`src/rtl/core/bgdsr_pkg.sv`:
```
// Shared types, constants and helpers of the bar graph dirty span renderer.
// Depends on nothing; every other file of the block imports it.
package bgdsr_pkg;

  // fixed field widths
  localparam int unsigned LEVEL_W  = 8;
  localparam int unsigned PAGE_W   = 3;
  localparam int unsigned SCOL_W   = 8;
  localparam int unsigned COUNT_W  = 5;
  localparam int unsigned HALF_W   = 64;
  localparam int unsigned CFG_IDX_W  = 3;
  localparam int unsigned CFG_DATA_W = 8;

  // panel geometry
  localparam int unsigned PANEL_COLUMNS_DEF = 128;
  localparam int unsigned BYTES_PER_RESULT  = 16;
  localparam int unsigned COL_W             = 7;
  localparam int unsigned ROW_W             = 6;

  // configuration register indexes
  localparam logic [CFG_IDX_W-1:0] CFG_BAR_LEFT   = 3'd0;
  localparam logic [CFG_IDX_W-1:0] CFG_BAR_WIDTH  = 3'd1;
  localparam logic [CFG_IDX_W-1:0] CFG_BAR_TOP    = 3'd2;
  localparam logic [CFG_IDX_W-1:0] CFG_BAR_HEIGHT = 3'd3;
  localparam logic [CFG_IDX_W-1:0] CFG_SEGMENTED  = 3'd4;
  localparam logic [CFG_IDX_W-1:0] CFG_RAM_OFFSET = 3'd5;

  // dirty span handed from the span unit to the sequencer
  typedef struct packed {
    logic             none;   // nothing to draw
    logic [COL_W-1:0] xs;     // first bar-relative column
    logic [COL_W-1:0] xe;     // last bar-relative column
  } span_t;

  // rows of one page covered by the bar rows y0..y1
  function automatic logic [7:0] row_mask(input logic [PAGE_W-1:0] pg,
                                          input logic [ROW_W-1:0] y0,
                                          input logic [ROW_W-1:0] y1);
    logic [ROW_W-1:0] top;
    logic [ROW_W-1:0] bot;
    logic [ROW_W-1:0] lo_r;
    logic [ROW_W-1:0] hi_r;
    logic [2:0]       lo;
    logic [2:0]       hi;
    top = {pg, 3'b000};
    bot = {pg, 3'b111};
    lo_r = (y0 > top) ? y0 : top;
    hi_r = (y1 < bot) ? y1 : bot;
    lo = lo_r[2:0];
    hi = hi_r[2:0];
    if (y1 < top || y0 > bot) begin
      row_mask = 8'h00;
    end else begin
      row_mask = (8'hFF << lo) & (8'hFF >> (3'd7 - hi));
    end
  endfunction

endpackage

```
`src/rtl/core/bgdsr_if.sv`:
```
// Valid/ready channel interfaces of the bar graph dirty span renderer:
// bar update in, packed column bytes out, register writes. Uses bgdsr_pkg.
interface bgdsr_upd_if import bgdsr_pkg::*; ();
  logic               valid;
  logic               ready;
  logic [LEVEL_W-1:0] level;
  logic [LEVEL_W-1:0] peak;

  modport source (output valid, level, peak, input ready);
  modport sink   (input valid, level, peak, output ready);
endinterface

interface bgdsr_res_if import bgdsr_pkg::*; ();
  logic               valid;
  logic               ready;
  logic [PAGE_W-1:0]  page;
  logic [SCOL_W-1:0]  start_column;
  logic [COUNT_W-1:0] byte_count;
  logic [HALF_W-1:0]  bytes_low;
  logic [HALF_W-1:0]  bytes_high;
  logic               page_start;
  logic               last;

  modport source (output valid, page, start_column, byte_count, bytes_low, bytes_high,
                  page_start, last, input ready);
  modport sink   (input valid, page, start_column, byte_count, bytes_low, bytes_high,
                  page_start, last, output ready);
endinterface

interface bgdsr_cfg_if import bgdsr_pkg::*; ();
  logic                  valid;
  logic                  ready;
  logic [CFG_IDX_W-1:0]  index;
  logic [CFG_DATA_W-1:0] data;

  modport source (output valid, index, data, input ready);
  modport sink   (input valid, index, data, output ready);
endinterface

```
`src/rtl/core/bgdsr_span.sv`:
```
// Dirty span unit: merges old and new level and peak into a column range,
// widens it or takes the whole bar, caps it at the bar and panel edge. Uses bgdsr_pkg.
module bgdsr_span import bgdsr_pkg::*; #(
  parameter int unsigned PANEL_COLUMNS = PANEL_COLUMNS_DEF
) (
  input  logic               full_i,
  input  logic [LEVEL_W-1:0] width_i,
  input  logic [LEVEL_W-1:0] level_i,
  input  logic [LEVEL_W-1:0] peak_i,
  input  logic [LEVEL_W-1:0] prev_level_i,
  input  logic [LEVEL_W-1:0] prev_peak_i,
  input  logic [COL_W-1:0]   bar_left_i,
  output span_t              span_o
);

  localparam logic [LEVEL_W-1:0] PanelCols = LEVEL_W'(PANEL_COLUMNS);
  localparam logic [LEVEL_W-1:0] PanelLast = LEVEL_W'(PANEL_COLUMNS - 1);

  logic [LEVEL_W-1:0] a_lo, a_hi, p_lo, p_hi, lo, hi;
  logic [LEVEL_W-1:0] xs, xe, clip_end, w_last;
  logic [LEVEL_W:0]   hi_inc;
  logic               off_panel;

  // union of old and new positions
  always_comb begin
    a_lo = (level_i < prev_level_i) ? level_i : prev_level_i;
    a_hi = (level_i > prev_level_i) ? level_i : prev_level_i;
    p_lo = (peak_i < prev_peak_i) ? peak_i : prev_peak_i;
    p_hi = (peak_i > prev_peak_i) ? peak_i : prev_peak_i;
    lo   = (a_lo < p_lo) ? a_lo : p_lo;
    hi   = (a_hi > p_hi) ? a_hi : p_hi;
  end

  // widen three left and one right, or take the whole bar
  always_comb begin
    w_last = width_i - 8'd1;
    hi_inc = {1'b0, hi} + 9'd1;
    if (full_i) begin
      xs = '0;
      xe = w_last;
    end else begin
      xs = (lo >= 8'd3) ? lo - 8'd3 : '0;
      xe = (hi_inc < {1'b0, width_i}) ? hi_inc[LEVEL_W-1:0] : w_last;
    end
  end

  // panel edge clip
  always_comb begin
    off_panel = {1'b0, bar_left_i} >= PanelCols;
    clip_end  = PanelLast - {1'b0, bar_left_i};
    span_o.xe = (xe > clip_end) ? clip_end[COL_W-1:0] : xe[COL_W-1:0];
    span_o.xs = xs[COL_W-1:0];
    span_o.none = off_panel || (xs > ((xe > clip_end) ? clip_end : xe));
  end

endmodule

```
`src/rtl/core/bgdsr_col_unit.sv`:
```
// Column byte unit: renders the sixteen column bytes of one result from
// the chunk's first column, the page row mask, level and peak. Uses bgdsr_pkg.
module bgdsr_col_unit import bgdsr_pkg::*; (
  input  logic [COL_W-1:0]   xi_i,
  input  logic [COUNT_W-1:0] count_i,
  input  logic [PAGE_W-1:0]  page_i,
  input  logic [ROW_W-1:0]   y0_i,
  input  logic [ROW_W-1:0]   y1_i,
  input  logic [LEVEL_W-1:0] level_i,
  input  logic [LEVEL_W-1:0] peak_i,
  input  logic               segmented_i,
  output logic [HALF_W-1:0]  bytes_low_o,
  output logic [HALF_W-1:0]  bytes_high_o
);

  logic [7:0]                      mask;
  logic [LEVEL_W-1:0]              pk_m1, pk_m2;
  logic [BYTES_PER_RESULT*8-1:0]   lanes;

  assign mask  = row_mask(page_i, y0_i, y1_i);
  assign pk_m1 = peak_i - 8'd1;
  assign pk_m2 = peak_i - 8'd2;

  // one lane per byte of the result
  always_comb begin
    logic [LEVEL_W-1:0] col;
    logic [7:0]         b;
    lanes = '0;
    for (int k = 0; k < BYTES_PER_RESULT; k++) begin
      col = LEVEL_W'(xi_i) + LEVEL_W'(k);
      b = '0;
      if (col < level_i && !(segmented_i && col[1:0] == 2'b11)) begin
        b = mask;
      end
      if (peak_i != '0 && (col == pk_m1 || (peak_i >= 8'd2 && col == pk_m2))) begin
        b = b ^ mask;
      end
      if (COUNT_W'(k) < count_i) begin
        lanes[k*8 +: 8] = b;
      end
    end
  end

  assign bytes_low_o  = lanes[HALF_W-1:0];
  assign bytes_high_o = lanes[2*HALF_W-1:HALF_W];

endmodule

```
`src/rtl/core/bar_graph_dirty_span_renderer.sv`:
```
// Bar graph dirty span renderer top: register file, sequencer, output register.
// Sequence: an update transfer goes through the clamp and span states, then one result per
// cycle is loaded while res_o is not stalled, each a 16-byte chunk from the single column
// byte unit; N up to 64 results (pages x chunks), new update taken only when idle.
// Reset: registers take their defaults, stored level and peak clear, first update
// after reset redraws the full bar width.
module bar_graph_dirty_span_renderer import bgdsr_pkg::*; #(
  parameter int unsigned PANEL_COLUMNS = PANEL_COLUMNS_DEF
) (
  input  logic         clk_i,
  input  logic         rst_ni,
  bgdsr_cfg_if.sink    cfg_i,
  bgdsr_upd_if.sink    upd_i,
  bgdsr_res_if.source  res_o
);

  localparam logic [1:0] S_IDLE  = 2'd0;
  localparam logic [1:0] S_CLAMP = 2'd1;
  localparam logic [1:0] S_SPAN  = 2'd2;
  localparam logic [1:0] S_EMIT  = 2'd3;

  localparam logic [LEVEL_W-1:0] PanelCols = LEVEL_W'(PANEL_COLUMNS);

  // configuration registers
  logic [COL_W-1:0]   bar_left_q;
  logic [LEVEL_W-1:0] bar_width_q;
  logic [ROW_W-1:0]   bar_top_q;
  logic [6:0]         bar_height_q;
  logic               segmented_q;
  logic [1:0]         ram_offset_q;

  // sequencer and item state
  logic [1:0]         state_q, state_d;
  logic [LEVEL_W-1:0] lvl_in_q, pk_in_q;
  logic [LEVEL_W-1:0] lvl_q, pk_q, width_q;
  logic [ROW_W-1:0]   y1_q;
  logic [LEVEL_W-1:0] prev_level_q, prev_peak_q;
  logic               full_q;
  logic [COL_W-1:0]   xs_q, xe_q, xi_q;
  logic [PAGE_W-1:0]  pg_q;
  logic               first_q;

  // output register
  logic               res_valid_q;
  logic [PAGE_W-1:0]  res_page_q;
  logic [SCOL_W-1:0]  res_scol_q;
  logic [COUNT_W-1:0] res_count_q;
  logic [HALF_W-1:0]  res_low_q, res_high_q;
  logic               res_pstart_q, res_last_q;

  span_t              span;
  logic               upd_xfer, load;
  logic [COL_W-1:0]   remain;
  logic               row_done, item_done;
  logic [COUNT_W-1:0] count;
  logic [HALF_W-1:0]  bytes_low, bytes_high;
  logic [LEVEL_W-1:0] w_eff;
  logic [6:0]         h_eff;
  logic [LEVEL_W-1:0] y1_raw;
  logic [8:0]         scol_sum;

  assign cfg_i.ready = 1'b1;
  assign upd_i.ready = (state_q == S_IDLE);
  assign upd_xfer    = upd_i.valid && upd_i.ready;

  // register writes
  always_ff @(posedge clk_i or negedge rst_ni) begin
    if (!rst_ni) begin
      bar_left_q   <= '0;
      bar_width_q  <= 8'd128;
      bar_top_q    <= '0;
      bar_height_q <= 7'd22;
      segmented_q  <= 1'b1;
      ram_offset_q <= 2'd2;
    end else if (cfg_i.valid) begin
      case (cfg_i.index)
        CFG_BAR_LEFT:   bar_left_q   <= cfg_i.data[COL_W-1:0];
        CFG_BAR_WIDTH:  bar_width_q  <= cfg_i.data;
        CFG_BAR_TOP:    bar_top_q    <= cfg_i.data[ROW_W-1:0];
        CFG_BAR_HEIGHT: bar_height_q <= cfg_i.data[6:0];
        CFG_SEGMENTED:  segmented_q  <= cfg_i.data[0];
        CFG_RAM_OFFSET: ram_offset_q <= cfg_i.data[1:0];
        default: ;
      endcase
    end
  end

  // effective width, height and bottom row
  always_comb begin
    w_eff = bar_width_q;
    if (w_eff == '0) w_eff = 8'd1;
    if (w_eff > PanelCols) w_eff = PanelCols;
    h_eff  = (bar_height_q == '0) ? 7'd1 : bar_height_q;
    y1_raw = {2'b00, bar_top_q} + {1'b0, h_eff} - 8'd1;
  end

  bgdsr_span #(
    .PANEL_COLUMNS (PANEL_COLUMNS)
  ) u_span (
    .full_i       (full_q),
    .width_i      (width_q),
    .level_i      (lvl_q),
    .peak_i       (pk_q),
    .prev_level_i (prev_level_q),
    .prev_peak_i  (prev_peak_q),
    .bar_left_i   (bar_left_q),
    .span_o       (span)
  );

  // chunk size and end tests for the current column
  assign remain    = xe_q - xi_q;
  assign row_done  = (remain < COL_W'(BYTES_PER_RESULT));
  assign count     = row_done ? COUNT_W'(remain) + 5'd1 : COUNT_W'(BYTES_PER_RESULT);
  assign item_done = row_done && (pg_q == y1_q[ROW_W-1:3]);
  assign load      = (state_q == S_EMIT) && (!res_valid_q || res_o.ready);
  assign scol_sum  = {2'b00, bar_left_q} + {2'b00, xi_q} + {7'd0, ram_offset_q};

  bgdsr_col_unit u_col (
    .xi_i         (xi_q),
    .count_i      (count),
    .page_i       (pg_q),
    .y0_i         (bar_top_q),
    .y1_i         (y1_q),
    .level_i      (lvl_q),
    .peak_i       (pk_q),
    .segmented_i  (segmented_q),
    .bytes_low_o  (bytes_low),
    .bytes_high_o (bytes_high)
  );

  // next state
  always_comb begin
    state_d = state_q;
    case (state_q)
      S_IDLE:  if (upd_xfer) state_d = S_CLAMP;
      S_CLAMP: state_d = S_SPAN;
      S_SPAN:  state_d = span.none ? S_IDLE : S_EMIT;
      S_EMIT:  if (load && item_done) state_d = S_IDLE;
      default: state_d = S_IDLE;
    endcase
  end

  // sequencer control state
  always_ff @(posedge clk_i or negedge rst_ni) begin
    if (!rst_ni) begin
      state_q      <= S_IDLE;
      prev_level_q <= '0;
      prev_peak_q  <= '0;
      full_q       <= 1'b1;
      first_q      <= 1'b0;
      pg_q         <= '0;
      xi_q         <= '0;
    end else begin
      state_q <= state_d;
      if (state_q == S_SPAN) begin
        prev_level_q <= lvl_q;
        prev_peak_q  <= pk_q;
        full_q       <= 1'b0;
        xi_q         <= span.xs;
        pg_q         <= bar_top_q[ROW_W-1:3];
        first_q      <= 1'b1;
      end else if (load) begin
        if (row_done) begin
          xi_q    <= xs_q;
          pg_q    <= pg_q + 3'd1;
          first_q <= 1'b1;
        end else begin
          xi_q    <= xi_q + COL_W'(BYTES_PER_RESULT);
          first_q <= 1'b0;
        end
      end
    end
  end

  // item payload: raw inputs, clamped values, span ends
  always_ff @(posedge clk_i) begin
    if (upd_xfer) begin
      lvl_in_q <= upd_i.level;
      pk_in_q  <= upd_i.peak;
    end
    if (state_q == S_CLAMP) begin
      width_q <= w_eff;
      lvl_q   <= (lvl_in_q > w_eff) ? w_eff : lvl_in_q;
      pk_q    <= (pk_in_q > w_eff) ? w_eff : pk_in_q;
      y1_q    <= (y1_raw > 8'd63) ? 6'd63 : y1_raw[ROW_W-1:0];
    end
    if (state_q == S_SPAN) begin
      xs_q <= span.xs;
      xe_q <= span.xe;
    end
  end

  // output register valid
  always_ff @(posedge clk_i or negedge rst_ni) begin
    if (!rst_ni) begin
      res_valid_q <= 1'b0;
    end else if (load) begin
      res_valid_q <= 1'b1;
    end else if (res_o.ready) begin
      res_valid_q <= 1'b0;
    end
  end

  // output register payload
  always_ff @(posedge clk_i) begin
    if (load) begin
      res_page_q   <= pg_q;
      res_scol_q   <= scol_sum[SCOL_W-1:0];
      res_count_q  <= count;
      res_low_q    <= bytes_low;
      res_high_q   <= bytes_high;
      res_pstart_q <= first_q;
      res_last_q   <= item_done;
    end
  end

  assign res_o.valid        = res_valid_q;
  assign res_o.page         = res_page_q;
  assign res_o.start_column = res_scol_q;
  assign res_o.byte_count   = res_count_q;
  assign res_o.bytes_low    = res_low_q;
  assign res_o.bytes_high   = res_high_q;
  assign res_o.page_start   = res_pstart_q;
  assign res_o.last         = res_last_q;

  // checks
  a_count_range: assert property (@(posedge clk_i) disable iff (!rst_ni)
    res_valid_q |-> (res_count_q != '0 && res_count_q <= COUNT_W'(BYTES_PER_RESULT)))
    else $error("result byte count out of range");

  a_cursor_in_span: assert property (@(posedge clk_i) disable iff (!rst_ni)
    (state_q == S_EMIT) |-> (xi_q <= xe_q && xs_q <= xe_q))
    else $error("column cursor left the dirty span");

  a_update_starts_clamp: assert property (@(posedge clk_i) disable iff (!rst_ni)
    upd_xfer |=> (state_q == S_CLAMP && !full_q == $past(!full_q)))
    else $error("update transfer did not start the sequencer");

  a_redraw_once: assert property (@(posedge clk_i) disable iff (!rst_ni)
    $past(state_q == S_SPAN) |-> !full_q)
    else $error("full redraw flag not cleared after the span step");

endmodule
```
`src/flat_wrapper.sv`:
```
// flat-port wrapper written by rule: the top's interface ports become plain ports
module bar_graph_dirty_span_renderer_flat import bgdsr_pkg::*;
#(
  parameter int unsigned PANEL_COLUMNS = PANEL_COLUMNS_DEF
)
  (clk_i, rst_ni, cfg_i_valid, cfg_i_index, cfg_i_data, cfg_i_ready, upd_i_valid, upd_i_level, upd_i_peak, upd_i_ready, res_o_valid, res_o_page, res_o_start_column, res_o_byte_count, res_o_bytes_low, res_o_bytes_high, res_o_page_start, res_o_last, res_o_ready);
  bgdsr_cfg_if cfg_i_i ();
  bgdsr_upd_if upd_i_i ();
  bgdsr_res_if res_o_i ();
  input  logic clk_i;
  input  logic rst_ni;
  input wire logic [$bits(cfg_i_i.valid)-1:0] cfg_i_valid;
  input wire logic [$bits(cfg_i_i.index)-1:0] cfg_i_index;
  input wire logic [$bits(cfg_i_i.data)-1:0] cfg_i_data;
  output wire logic [$bits(cfg_i_i.ready)-1:0] cfg_i_ready;
  input wire logic [$bits(upd_i_i.valid)-1:0] upd_i_valid;
  input wire logic [$bits(upd_i_i.level)-1:0] upd_i_level;
  input wire logic [$bits(upd_i_i.peak)-1:0] upd_i_peak;
  output wire logic [$bits(upd_i_i.ready)-1:0] upd_i_ready;
  output wire logic [$bits(res_o_i.valid)-1:0] res_o_valid;
  output wire logic [$bits(res_o_i.page)-1:0] res_o_page;
  output wire logic [$bits(res_o_i.start_column)-1:0] res_o_start_column;
  output wire logic [$bits(res_o_i.byte_count)-1:0] res_o_byte_count;
  output wire logic [$bits(res_o_i.bytes_low)-1:0] res_o_bytes_low;
  output wire logic [$bits(res_o_i.bytes_high)-1:0] res_o_bytes_high;
  output wire logic [$bits(res_o_i.page_start)-1:0] res_o_page_start;
  output wire logic [$bits(res_o_i.last)-1:0] res_o_last;
  input wire logic [$bits(res_o_i.ready)-1:0] res_o_ready;
  assign cfg_i_i.valid = cfg_i_valid;
  assign cfg_i_i.index = cfg_i_index;
  assign cfg_i_i.data = cfg_i_data;
  assign cfg_i_ready = cfg_i_i.ready;
  assign upd_i_i.valid = upd_i_valid;
  assign upd_i_i.level = upd_i_level;
  assign upd_i_i.peak = upd_i_peak;
  assign upd_i_ready = upd_i_i.ready;
  assign res_o_valid = res_o_i.valid;
  assign res_o_page = res_o_i.page;
  assign res_o_start_column = res_o_i.start_column;
  assign res_o_byte_count = res_o_i.byte_count;
  assign res_o_bytes_low = res_o_i.bytes_low;
  assign res_o_bytes_high = res_o_i.bytes_high;
  assign res_o_page_start = res_o_i.page_start;
  assign res_o_last = res_o_i.last;
  assign res_o_i.ready = res_o_ready;
  bar_graph_dirty_span_renderer #(.PANEL_COLUMNS(PANEL_COLUMNS)) u_core (.clk_i(clk_i), .rst_ni(rst_ni), .cfg_i(cfg_i_i), .upd_i(upd_i_i), .res_o(res_o_i));
endmodule
```
`config.mk`:
```
export PLATFORM = sky130hd
export DESIGN_NAME = bar_graph_dirty_span_renderer_flat
export DESIGN_NICKNAME = d
export VERILOG_FILES = /design/src/rtl/core/bgdsr_pkg.sv /design/src/rtl/core/bgdsr_if.sv /design/src/rtl/core/bgdsr_span.sv /design/src/rtl/core/bgdsr_col_unit.sv /design/src/rtl/core/bar_graph_dirty_span_renderer.sv /design/src/flat_wrapper.sv
export SDC_FILE = /design/constraint.sdc
export NUM_CORES = 1
export LEC_CHECK = 0
export BUFFER_PORTS_ARGS = -buffer_cell sky130_fd_sc_hd__buf_4
export CAP_MARGIN = 20
export CORE_ASPECT_RATIO = 1.25
export CORE_MARGIN = 3
export CORE_UTILIZATION = 65
export CTS_CLUSTER_SIZE = 28
export DETAILED_ROUTE_END_ITERATION = 16
export MAX_ROUTING_LAYER = met4
export PLACE_DENSITY = 0.86
export SETUP_SLACK_MARGIN = 0.15
export SYNTH_ARGS = -nofsm -noshare
export SYNTH_HDL_FRONTEND = slang
export SYNTH_SLANG_ARGS = --single-unit
```
`constraint.sdc`:
```
create_clock -name clk_i -period 26.4 [get_ports clk_i]
set_input_delay 3.96 -clock clk_i [delete_from_list [all_inputs] [get_ports clk_i]]
set_output_delay 3.96 -clock clk_i [all_outputs]
set_load 0.005 [all_outputs]
```
==> results.tsv, run 1 <==
metric	value	unit
status	complete, no violations	
critical_path.endpoint_type	flip-flop	
clock_path_buffers	3	
final_max_slew_viol_count	0	
vias_per_cell	6.43	
hold_end	u_core.xi_q[1]$_DFFE_PN0P_	
holdWs	0.485	ns
crit_path_max_fanout	18	
cts_setup_buffers	0	
place_congestion	1.02	
drive_gt1_share	15.2	%
wire_per_inst	23.5	um
worstPathRequired	26.88	ns
grt_usage	38.1	%
antenna_cells	0	
min_path_cells	1	
reg2reg_from	u_core.prev_level_q[7]$_DFFE_PN0P_	
drt_iter0_markers	1548	
crit_slowest_cell	a21oi_2	
slew_headroom	24.0	%
grt_max_degree	96	
tns	0	ns
worst_pin_slew	1.13	ns
synth_seq_cells	268	
rsz0062_at_grt	no	
synth_area	20700	um^2
grt_overflow	0	
setup_ws	15.57	ns
start_kind	flip-flop	
cts_tree	done	
synth_edf_count	206	
placeableCoreArea	31200	um^2
cts_sinks	268	
die_height	205	um
cts-hold-fix-buffers	0	
cts_root_buffer	clkbuf_16	
drc	0	
skew	0.0264	ns
post-place-ws	15.87	ns
fillCellCount	2154	
area_growth_syn_to_layout	13.0	%
clock_latency	0.57	ns
finalWirelength	63900	um
ys.flop_type	edfxtp_1	
hold_start	u_core.xs_q[1]$_DFFE_PP_	
cpLargestDelayFamily	compound AO/OA/AOI/OAI gates	
synthArstFlopShare	23.1	%
hold_viol_final	0	
drtAntennaViolNets	0	
htree_levels	1	
seqCellArea	7750	um^2
synth_warnings	0	
postCtsResizedCells	0	
antenna_found_initial	0	
grt_pass1_wl	96400	um
maxCapViolCount	0	
worst_path_most_repeated_cell	ha_1	
slowest_delay	0.66	ns
final_area	23400	um^2
avgSynthCellArea	9.76	um^2
vias	17500	
period_share	41.0	%
yosysUniqueCellTypes	88	
r2r_slack	15.57	ns
fmax	92.4	MHz
path_buf_inv	5	
min_path_type	flip-flop to flip-flop	
hpwl	47100	um
start_util	66.3	%
multi_input_area	12000	um^2
grt_pass1_vias	17400	
timing_worst_setup_path_type	flip-flop to flip-flop	
nNetsFinal	2557	
reg2reg_to	u_core.state_q[1]$_DFFE_PN0P_	
clk_pin_slew	0.06	ns
synthCells	2118	
rows	72	
place_area	22500	um^2
rr_worst_depth	49	
fp.dieW	165	um
dr.pass1.iters	6	
finalCriticalPeriod	10.83	ns
io_pins	181	
die_area	34000	um^2
arrival	11.31	ns
seq_area_frac_synth	37.5	%
numPortBuffers	179	
numCtsBuffers	26	
setup_viol	0	
==> kinds of logic (layout without fill, tap and decap cells) <==
kind of cell             Yosys count  in the layout  share of synthesized area, %
multiplexers                      65             65                          3.35
other                              1              2                        0.0181
adder cells (fa/ha/maj)          229            229                          14.0
XOR/XNOR                         249            249                          11.4
AO/OA/AOI/OAI                    435            435                          13.9
flip-flops                       268            268                          37.5
AND/OR/NAND/NOR                  632            632                          15.3
buffers and inverters            239            436                          4.56
==> registers in the layout, summed over array words and instances, names as in the netlist, 7 cells and up <==
signal and count:
u_core.bar_height_q 7, u_core.bar_left_q 7, u_core.bar_width_q 8, u_core.lvl_in_q 8, u_core.lvl_q 8, u_core.pk_in_q 8
u_core.pk_q 8, u_core.prev_level_q 8, u_core.prev_peak_q 8, u_core.res_o.bytes_high 64, u_core.res_o.bytes_low 64, u_core.res_o.start_column 8
u_core.width_q 8, u_core.xe_q 7, u_core.xi_q 7, u_core.xs_q 7
==> final cells by class <==
| cell class | count | area share, % |
|---|---|---|
| Tap cell | 407 | 2.18 |
| Clock inverter | 19 | 0.653 |
| Sequential cell | 268 | 33.2 |
| Multi-Input combinational cell | 1612 | 51.3 |
| Inverter | 171 | 2.77 |
| Clock buffer | 29 | 2.88 |
| Timing Repair Buffer | 217 | 7.05 |
==> synthesized netlist by cell type (5+ instances only) <==
| cell | number | share of area, % |
|---|---|---|
| fa_1 | 5 | 0.48 |
| nor2_1 | 183 | 3.3 |
| xnor3_1 | 7 | 0.76 |
| a2111oi_0 | 15 | 0.64 |
| nor4b_1 | 5 | 0.21 |
| or3_1 | 7 | 0.21 |
| o21bai_1 | 5 | 0.18 |
| and2_1 | 11 | 0.33 |
| a21o_1 | 42 | 1.5 |
| o221ai_1 | 13 | 0.55 |
| o21ai_1 | 7 | 0.17 |
| nor2b_1 | 35 | 1.1 |
| ha_1 | 224 | 14 |
| a21boi_0 | 22 | 0.80 |
| inv_1 | 170 | 3.1 |
| o211a_1 | 6 | 0.29 |
| xnor2_1 | 180 | 7.6 |
| nand3b_1 | 5 | 0.18 |
| and3_1 | 13 | 0.39 |
| mux2i_1 | 31 | 1.5 |
| a221oi_1 | 7 | 0.30 |
| nand2_1 | 141 | 2.6 |
| nand4_1 | 21 | 0.64 |
| buf_2 | 22 | 0.53 |
| nor3b_1 | 29 | 1.1 |
| o211ai_1 | 11 | 0.40 |
| dfrtp_1 | 55 | 6.7 |
| mux2_2 | 34 | 1.9 |
| clkbuf_1 | 37 | 0.67 |
| edfxtp_1 | 206 | 30 |
| nand2b_1 | 34 | 1.0 |
| buf_1 | 5 | 0.091 |
| a31oi_1 | 9 | 0.27 |
| o21a_1 | 24 | 0.87 |
| a211oi_1 | 12 | 0.44 |
| dfstp_2 | 7 | 0.89 |
| nand3_1 | 54 | 1.3 |
| xor2_1 | 54 | 2.3 |
| o2111ai_1 | 5 | 0.21 |
| a21oi_1 | 95 | 2.3 |
| nor4_1 | 22 | 0.67 |
| nor3_1 | 36 | 0.87 |
| o21ai_0 | 119 | 2.9 |
| or2_2 | 15 | 0.45 |
==> metal layers <==
layer / track usage, % / vias to the layer above / wire length [um]
li1: - / 7929 / -
met1: 42.2 / 8302 / 22600
met2: 63.8 / 949 / 31500
met3: 5.26 / 324 / 4740
met4: 25.3 / 0 / 5100
met5: - / - / 0
==> per-stage QoR <==
stage                     std cells  utilization [%]
after floorplan                2119                -
after CTS                      2720             74.8
final                          2723             75.0
after detailed placement       2672             72.2
after global routing           2723             75.0
after global placement         2672             72.2
==> placed cells by master (no fill, tap or decap), types with 24 or more instances in the layout <==
cell	n
nand2b_1	34
nor2_1	183
o21ai_0	119
buf_4	214
xor2_1	54
mux2_2	34
o21a_1	24
dfrtp_1	55
inv_1	169
ha_1	224
nor3b_1	29
edfxtp_1	206
xnor2_1	180
clkbuf_16	26
nor3_1	36
a21oi_1	95
mux2i_1	31
a21o_1	42
nor2b_1	34
nand2_1	141
nand3_1	54
==> worst max path at each step <==
stage	start	endpoint	slack (ns)	depth (start not counted)
2_1_floorplan	u_core.lvl_q[1]$_DFFE_PN_	u_core.state_q[1]$_DFFE_PN0P_	17.04	48
3_3_place_gp	u_core.prev_level_q[7]$_DFFE_PN0P_	u_core.state_q[0]$_DFFE_PN0P_	15.99	49
3_5_place_dp	u_core.prev_level_q[7]$_DFFE_PN0P_	u_core.state_q[0]$_DFFE_PN0P_	15.87	49
4_1_cts	u_core.prev_level_q[7]$_DFFE_PN0P_	u_core.state_q[1]$_DFFE_PN0P_	15.77	49
5_1_grt	u_core.prev_level_q[7]$_DFFE_PN0P_	u_core.state_q[0]$_DFFE_PN0P_	14.59	49
6_report	u_core.prev_level_q[7]$_DFFE_PN0P_	u_core.state_q[1]$_DFFE_PN0P_	15.57	49
Power of run 1 is left out: the tool's default activity adds up to more than one toggle a clock period on the data nets, which glitch-free logic cannot reach.
==> inputs of run 2 (changes only) <==
- ABC_AREA: not set -> 1
- CORE_UTILIZATION: 65 -> 61
- PLACE_DENSITY: 0.86 -> 0.81
- clock period: 26.4 -> 11.1 ns (I/O delays scaled with it)
==> run 2 against run 1 <==
Synthesized cell count grew 11%. Non-clock buffer count shrank 23. Flip-flop and latch count is the same. Cell area shrank 3.3%. Fmax grew 28%. Via count shrank 0.59%. Die area grew 3.0%. Highest routed layer unchanged. Worst hold slack lost 0.015 ns. Sequential share of layout area grew 1.1 points. Critical path depth shrank 2. Setup slack lost 13 ns.
==> results.tsv, run 2 <==
metric	value	unit	change
reg2reg_to	u_core.state_q[1]$_DFFE_PN0P_		
numPortBuffers	179		unchanged
synth_top_family_by_area	simple AND/OR/NAND/NOR gates		
slowest_delay	0.81	ns	+0.15 ns
holdWs	0.470	ns	-0.0146 ns
wire_per_inst	19.8	um	-15%
postCtsResizedCells	0		unchanged
maxCapViolCount	0		unchanged
multi_input_area	10800	um^2	-9.9%
slew_headroom	23.9	%	-0.14 points
synth_area	20000	um^2	-3.2%
synthArstFlopShare	23.1	%	unchanged
netlist.area_leader.share	30.9	%	+1.0 points
setup_viol	0		unchanged
layout_common_cells	445 x nand2_1, 295 x inv_1, 279 x nor2_1		
grt_max_degree	97		+1.0%
cts_tree	done		
drt_iter0_markers	1664		+7.5%
seq_area_frac_synth	38.7	%	+1.2 points
crit_path_max_fanout	16		-2
worstPathRequired	11.50	ns	-15.38 ns
skew	0.0275	ns	+0.00115 ns
area_growth_syn_to_layout	13.0	%	about the same
synth_warnings	0		unchanged
vias_per_cell	5.90		-8.2%
rr_worst_depth	47		-4.1%
rows	73		+1.4%
synthCells	2358		+11%
clock_latency	0.55	ns	-0.02 ns
fp.dieW	168	um	+1.5%
cts-hold-fix-buffers	0		unchanged
synth_seq_cells	268		unchanged
seqCellArea	7750	um^2	unchanged
synth_area_leaders	edfxtp_1 31%, ha_1 14%, nand2_1 8.4%		
place_congestion	1.03		+1.1%
worst_path_most_repeated_cell	nand2_1		
synth-xor-area-share	8.37	%	-3.0 points
synth_edf_count	206		unchanged
final_max_slew_viol_count	0		unchanged
timing_worst_setup_path_type	flip-flop to flip-flop		
numCtsBuffers	26		unchanged
tns	0	ns	unchanged
synth_top_area_cell	edfxtp_1		
hpwl	43600	um	-7.5%
cts_sinks	268		unchanged
die_area	35000	um^2	+3.0%
synth_most_common_cell	nand2_1		
rsz0062_at_grt	no		
nNetsFinal	2781		+8.8%
grt_pass1_wl	90900	um	-5.7%
status	complete, no violations		
hold_viol_final	0		unchanged
cts_root_buffer	clkbuf_16		
drc	0		unchanged
grt_overflow	0		unchanged
synthAdderAreaFrac	14.5	%	+0.47 points
placeableCoreArea	32100	um^2	+2.9%
muxShareOfSynthArea	0.113	%	-3.2 points
hold_start	u_core.first_q$_DFFE_PN0P_		
die_height	208	um	+1.5%
fillCellCount	2488		+16%
yosys.area_share.simple	19.8	%	+4.5 points
grt_usage	33.5	%	-4.7 points
worst_pin_slew	1.14	ns	+0.0102 ns
clock_path_buffers	3		unchanged
finalWirelength	58500	um	-8.5%
avgSynthCellArea	8.48	um^2	-13%
final_common_cell	nand2_1		
period_share	76.4	%	+35 points
min_path_cells	0		-1
start_util	62.4	%	-3.9 points
yosysUniqueCellTypes	63		-28%
drtAntennaViolNets	0		unchanged
arrival	8.87	ns	-2.44 ns
reg2reg_from	u_core.pk_q[7]$_DFFE_PN_		
clk_pin_slew	0.06	ns	about the same
r2r_slack	2.62	ns	-12.95 ns
hold_end	u_core.res_o.page_start$_DFFE_PP_		
cts_setup_buffers	0		unchanged
io_pins	181		unchanged
htree_levels	1		unchanged
dr.pass1.iters	5		-1
crit_slowest_cell	o22ai_1		
critical_path.endpoint_type	flip-flop		
start_kind	flip-flop		
fmax	118	MHz	+28%
ys_top_cells_by_count	445 x nand2_1, 296 x inv_1, 281 x nor2_1		
synth-compound-area-share	11.1	%	-2.8 points
antenna_found_initial	0		unchanged
vias	17400		-0.59%
grt_pass1_vias	17400		-0.040%
ys.flop_type	edfxtp_1		
drive_gt1_share	12.7	%	-2.5 points
finalCriticalPeriod	8.48	ns	-2.35 ns
min_path_type	flip-flop to flip-flop		
antenna_cells	0		unchanged
[run 2: cell types whose count changed after synthesis, moves of 35 or more]
cell,change
inv_1,+126
nand2_1,+304
xnor2_1,-130
xor2_1,+84
nor2b_1,-35
nor2_1,+98
[run 2: worst max-delay path by stage]
stage               cells past startpoint                             to  slack, ns                     start
finish                                 47  u_core.state_q[1]$_DFFE_PN0P_       2.62  u_core.pk_q[7]$_DFFE_PN_
global route                           47  u_core.state_q[0]$_DFFE_PN0P_       1.82  u_core.pk_q[7]$_DFFE_PN_
CTS                                    47  u_core.state_q[1]$_DFFE_PN0P_       2.65  u_core.pk_q[7]$_DFFE_PN_
detailed placement                     47  u_core.state_q[0]$_DFFE_PN0P_       2.70  u_core.pk_q[7]$_DFFE_PN_
global placement                       48  u_core.state_q[0]$_DFFE_PN0P_       2.95  u_core.pk_q[7]$_DFFE_PN_
floorplan                              50  u_core.state_q[0]$_DFFE_PN0P_       4.33  u_core.pk_q[5]$_DFFE_PN_
[run 2: critical path, delay by kind of cell (launching register included)]
kind	cells	cell delay, ns
compound gates	15	3.33
flops	1	0.57
simple gates	22	2.32
buf+inv	4	0.32
fa+ha+maj	6	1.79
[run 2: layout make-up]
class | count | area share, %
clock buffer | 33 | 3.27
clock inverter | 12 | 0.725
inverter | 307 | 5.13
multi-input combinational | 1723 | 47.8
sequential | 268 | 34.3
tap | 412 | 2.28
timing repair buffer | 194 | 6.53
[run 2: kinds of logic (layout without fill, tap and decap cells)]
family / after synthesis / after routing
multiplexers: 2 / 2
AND/OR/NAND/NOR: 932 / 932
adder cells (fa/ha/maj): 229 / 229
buffers and inverters: 368 / 546
other: 1 / 2
XOR/XNOR: 189 / 189
flip-flops: 268 / 268
AO/OA/AOI/OAI: 369 / 369
[run 2: per-layer routing]
| layer | global-route usage (%) | wire [um] |
|---|---|---|
| met4 | 18.2 | 3830 |
| met2 | 58.2 | 29100 |
| met5 | - | 0 |
| met1 | 36.7 | 21400 |
| met3 | 5.02 | 4120 |
[run 2: metrics by stage]
stage | utilization [%] | area, um^2 | worst slack [ns] | std cells
after detailed placement | 67.6 | 21700 | 2.70 | 2903
after global routing | 70.5 | 22600 | 1.82 | 2949
after floorplan | - | 20000 | 4.33 | 2359
after CTS | 70.4 | 22600 | 2.65 | 2948
after global placement | 67.6 | 21700 | 2.95 | 2903
final | 70.5 | 22600 | 2.62 | 2949
Power of run 2 is left out for the same reason.
==> inputs of run 3 (changes only) <==
- ABC_AREA: 1 -> 0
- CORE_UTILIZATION: 61 -> 62
- PLACE_DENSITY: 0.81 -> 0.82
- clock period: 11.1 -> 8.3 ns (I/O delays scaled with it)
==> run 3 against run 2 <==
Clock skew fell by 0.0042 ns. Sequential share of layout area fell by 2.6 points. The flow now finishes with violations (negative setup slack). Flip-flop and latch count did not move. Critical path type unchanged. Non-clock buffer count rose by 131. Utilization rose by 4.2 points. Fmax fell by 0.81%. Via count rose by 2.0%. Global-route usage rose by 3.0 points. Die area rose by 1.6%. Critical path depth rose by 5.
==> results.tsv, run 3 (same netlist as run 1, synthesis figures left out) <==
metric	value	unit	change
maxCapViolCount	0		unchanged
grt_overflow	0		unchanged
cts-hold-fix-buffers	0		unchanged
fmax	117	MHz	-0.81%
drive_gt1_share	20.3	%	+7.7 points
die_area	35600	um^2	+1.6%
clk_pin_slew	0.06	ns	about the same
io_pins	181		unchanged
grt_max_degree	99		+2.1%
crit_path_max_fanout	10		-6
grt_pass1_wl	98200	um	+8.1%
place_area	23400	um^2	+7.9%
timing_worst_setup_path_type	flip-flop to flip-flop		
placeableCoreArea	32800	um^2	+2.2%
finalCriticalPeriod	8.55	ns	+0.0696 ns
arrival	9.04	ns	+0.17 ns
htree_levels	1		unchanged
fp.dieW	169	um	+0.80%
layout_common_cells	319 x buf_4, 219 x ha_1, 206 x edfxtp_1		
cts_root_buffer	clkbuf_16		
setup_ws	-0.246	ns	-2.87 ns
rsz0062_at_grt	yes		
start_kind	flip-flop		
final_common_cell	buf_4		
cts_sinks	268		unchanged
clock_latency	0.58	ns	+0.03 ns
start_util	63.1	%	+0.67 points
clock_path_buffers	3		unchanged
min_path_type	flip-flop to flip-flop		
period_share	103	%	+27 points
wire_per_inst	22.6	um	+14%
numCtsBuffers	28		+7.7%
tns	-0.491	ns	-0.491 ns
crit_slowest_cell	dfrtp_1		
slowest_delay	0.35	ns	-0.46 ns
critical_path.endpoint_type	flip-flop		
drc	0		unchanged
skew	0.0233	ns	-0.00424 ns
slew_headroom	24.1	%	+0.28 points
final_core_util	74.7	%	+4.2 points
status	finished with violations		
drt_iter0_markers	1614		-3.0%
final_max_slew_viol_count	0		unchanged
die_height	210	um	+0.80%
rows	74		+1.4%
hold_viol_final	0		unchanged
grt_pass1_vias	17900		+2.8%
cts_tree	done		
grt_usage	36.5	%	+3.0 points
worst_pin_slew	1.13	ns	-0.0124 ns
drtAntennaViolNets	0		unchanged
setup_viol	2		+2
violations	negative setup slack		
final_area	24500	um^2	+8.3%
hpwl	48200	um	+11%
antenna_found_initial	1		+1
vias	17700		+2.0%
vias_per_cell	6.23		+5.7%
dr.pass1.iters	6		+1
nNetsFinal	2667		-4.1%
area_growth_syn_to_layout	18.4	%	
finalWirelength	64300	um	+9.9%
worstPathRequired	8.80	ns	-2.70 ns
numPortBuffers	179		unchanged
place_congestion	1.02		-1.3%
run 3: path summary, 6_finish.rpt:
kind	start	to	slack (ns)	depth (start not counted)
worst max-delay path	u_core.prev_peak_q[1]$_DFFE_PN0P_	u_core.state_q[0]$_DFFE_PN0P_	-0.25	52
worst min-delay path	u_core.xs_q[0]$_DFFE_PP_	u_core.xi_q[0]$_DFFE_PN0P_	0.50	2
worst max register to register	u_core.prev_peak_q[1]$_DFFE_PN0P_	u_core.state_q[0]$_DFFE_PN0P_	-0.25	52
worst min register to register	u_core.xs_q[0]$_DFFE_PP_	u_core.xi_q[0]$_DFFE_PN0P_	0.50	2
max in group asynchronous	rst_ni	u_core.bar_top_q[4]$_DFFE_PN0P_	6.94	1
min in group asynchronous	rst_ni	u_core.prev_peak_q[2]$_DFFE_PN0P_	0.77	1
run 3: stage by stage:
stage	hold slack, ns	std cells	setup WS (ns)
after CTS	0.495	2839	-0.162
after floorplan	0.425	2119	-0.177
after global routing	0.504	2847	-0.691
after global placement	0.468	2784	-0.162
after detailed placement	0.484	2784	-0.355
final	0.497	2847	-0.246
run 3: per-layer routing:
metal	wire (um)	global-route usage, %	share of wire [%]
met1	23600	40.8	37
met2	32200	63.3	50
met3	4270	4.26	6.6
met4	4250	20.4	6.6
met5	0	-	0
run 3: critical path: cells and delay by family, from the launching register on:
kind	cells	cell delay, ns
compound gates	21	3.69
flops	1	0.35
buf+inv	9	1.02
simple gates	13	1.40
xor+xnor	1	0.13
fa+ha+maj	6	1.44
mux	2	0.46
run 3: timing repair:
| action | in CTS | in global routing |
|---|---|---|
| endpoints found under the hold margin | 0 | 0 |
| pin swaps | 6 | 2 |
| setup endpoints to repair | 2 | 2 |
| setup buffers | 3 | 4 |
| resized for setup | 4 | 16 |
run 3: final cells by class:
type / count / area [um^2]
multi-input cells: 1612 / 12200
clock buffers: 36 / 731
inverters: 171 / 647
repair buffers: 325 / 2480
diodes: 1 / 2.50
clock inverters: 16 / 184
fillers: 2315 / 8310
well taps: 418 / 523
flip-flops and latches: 268 / 7750
Power of run 3 is left out for the same reason.
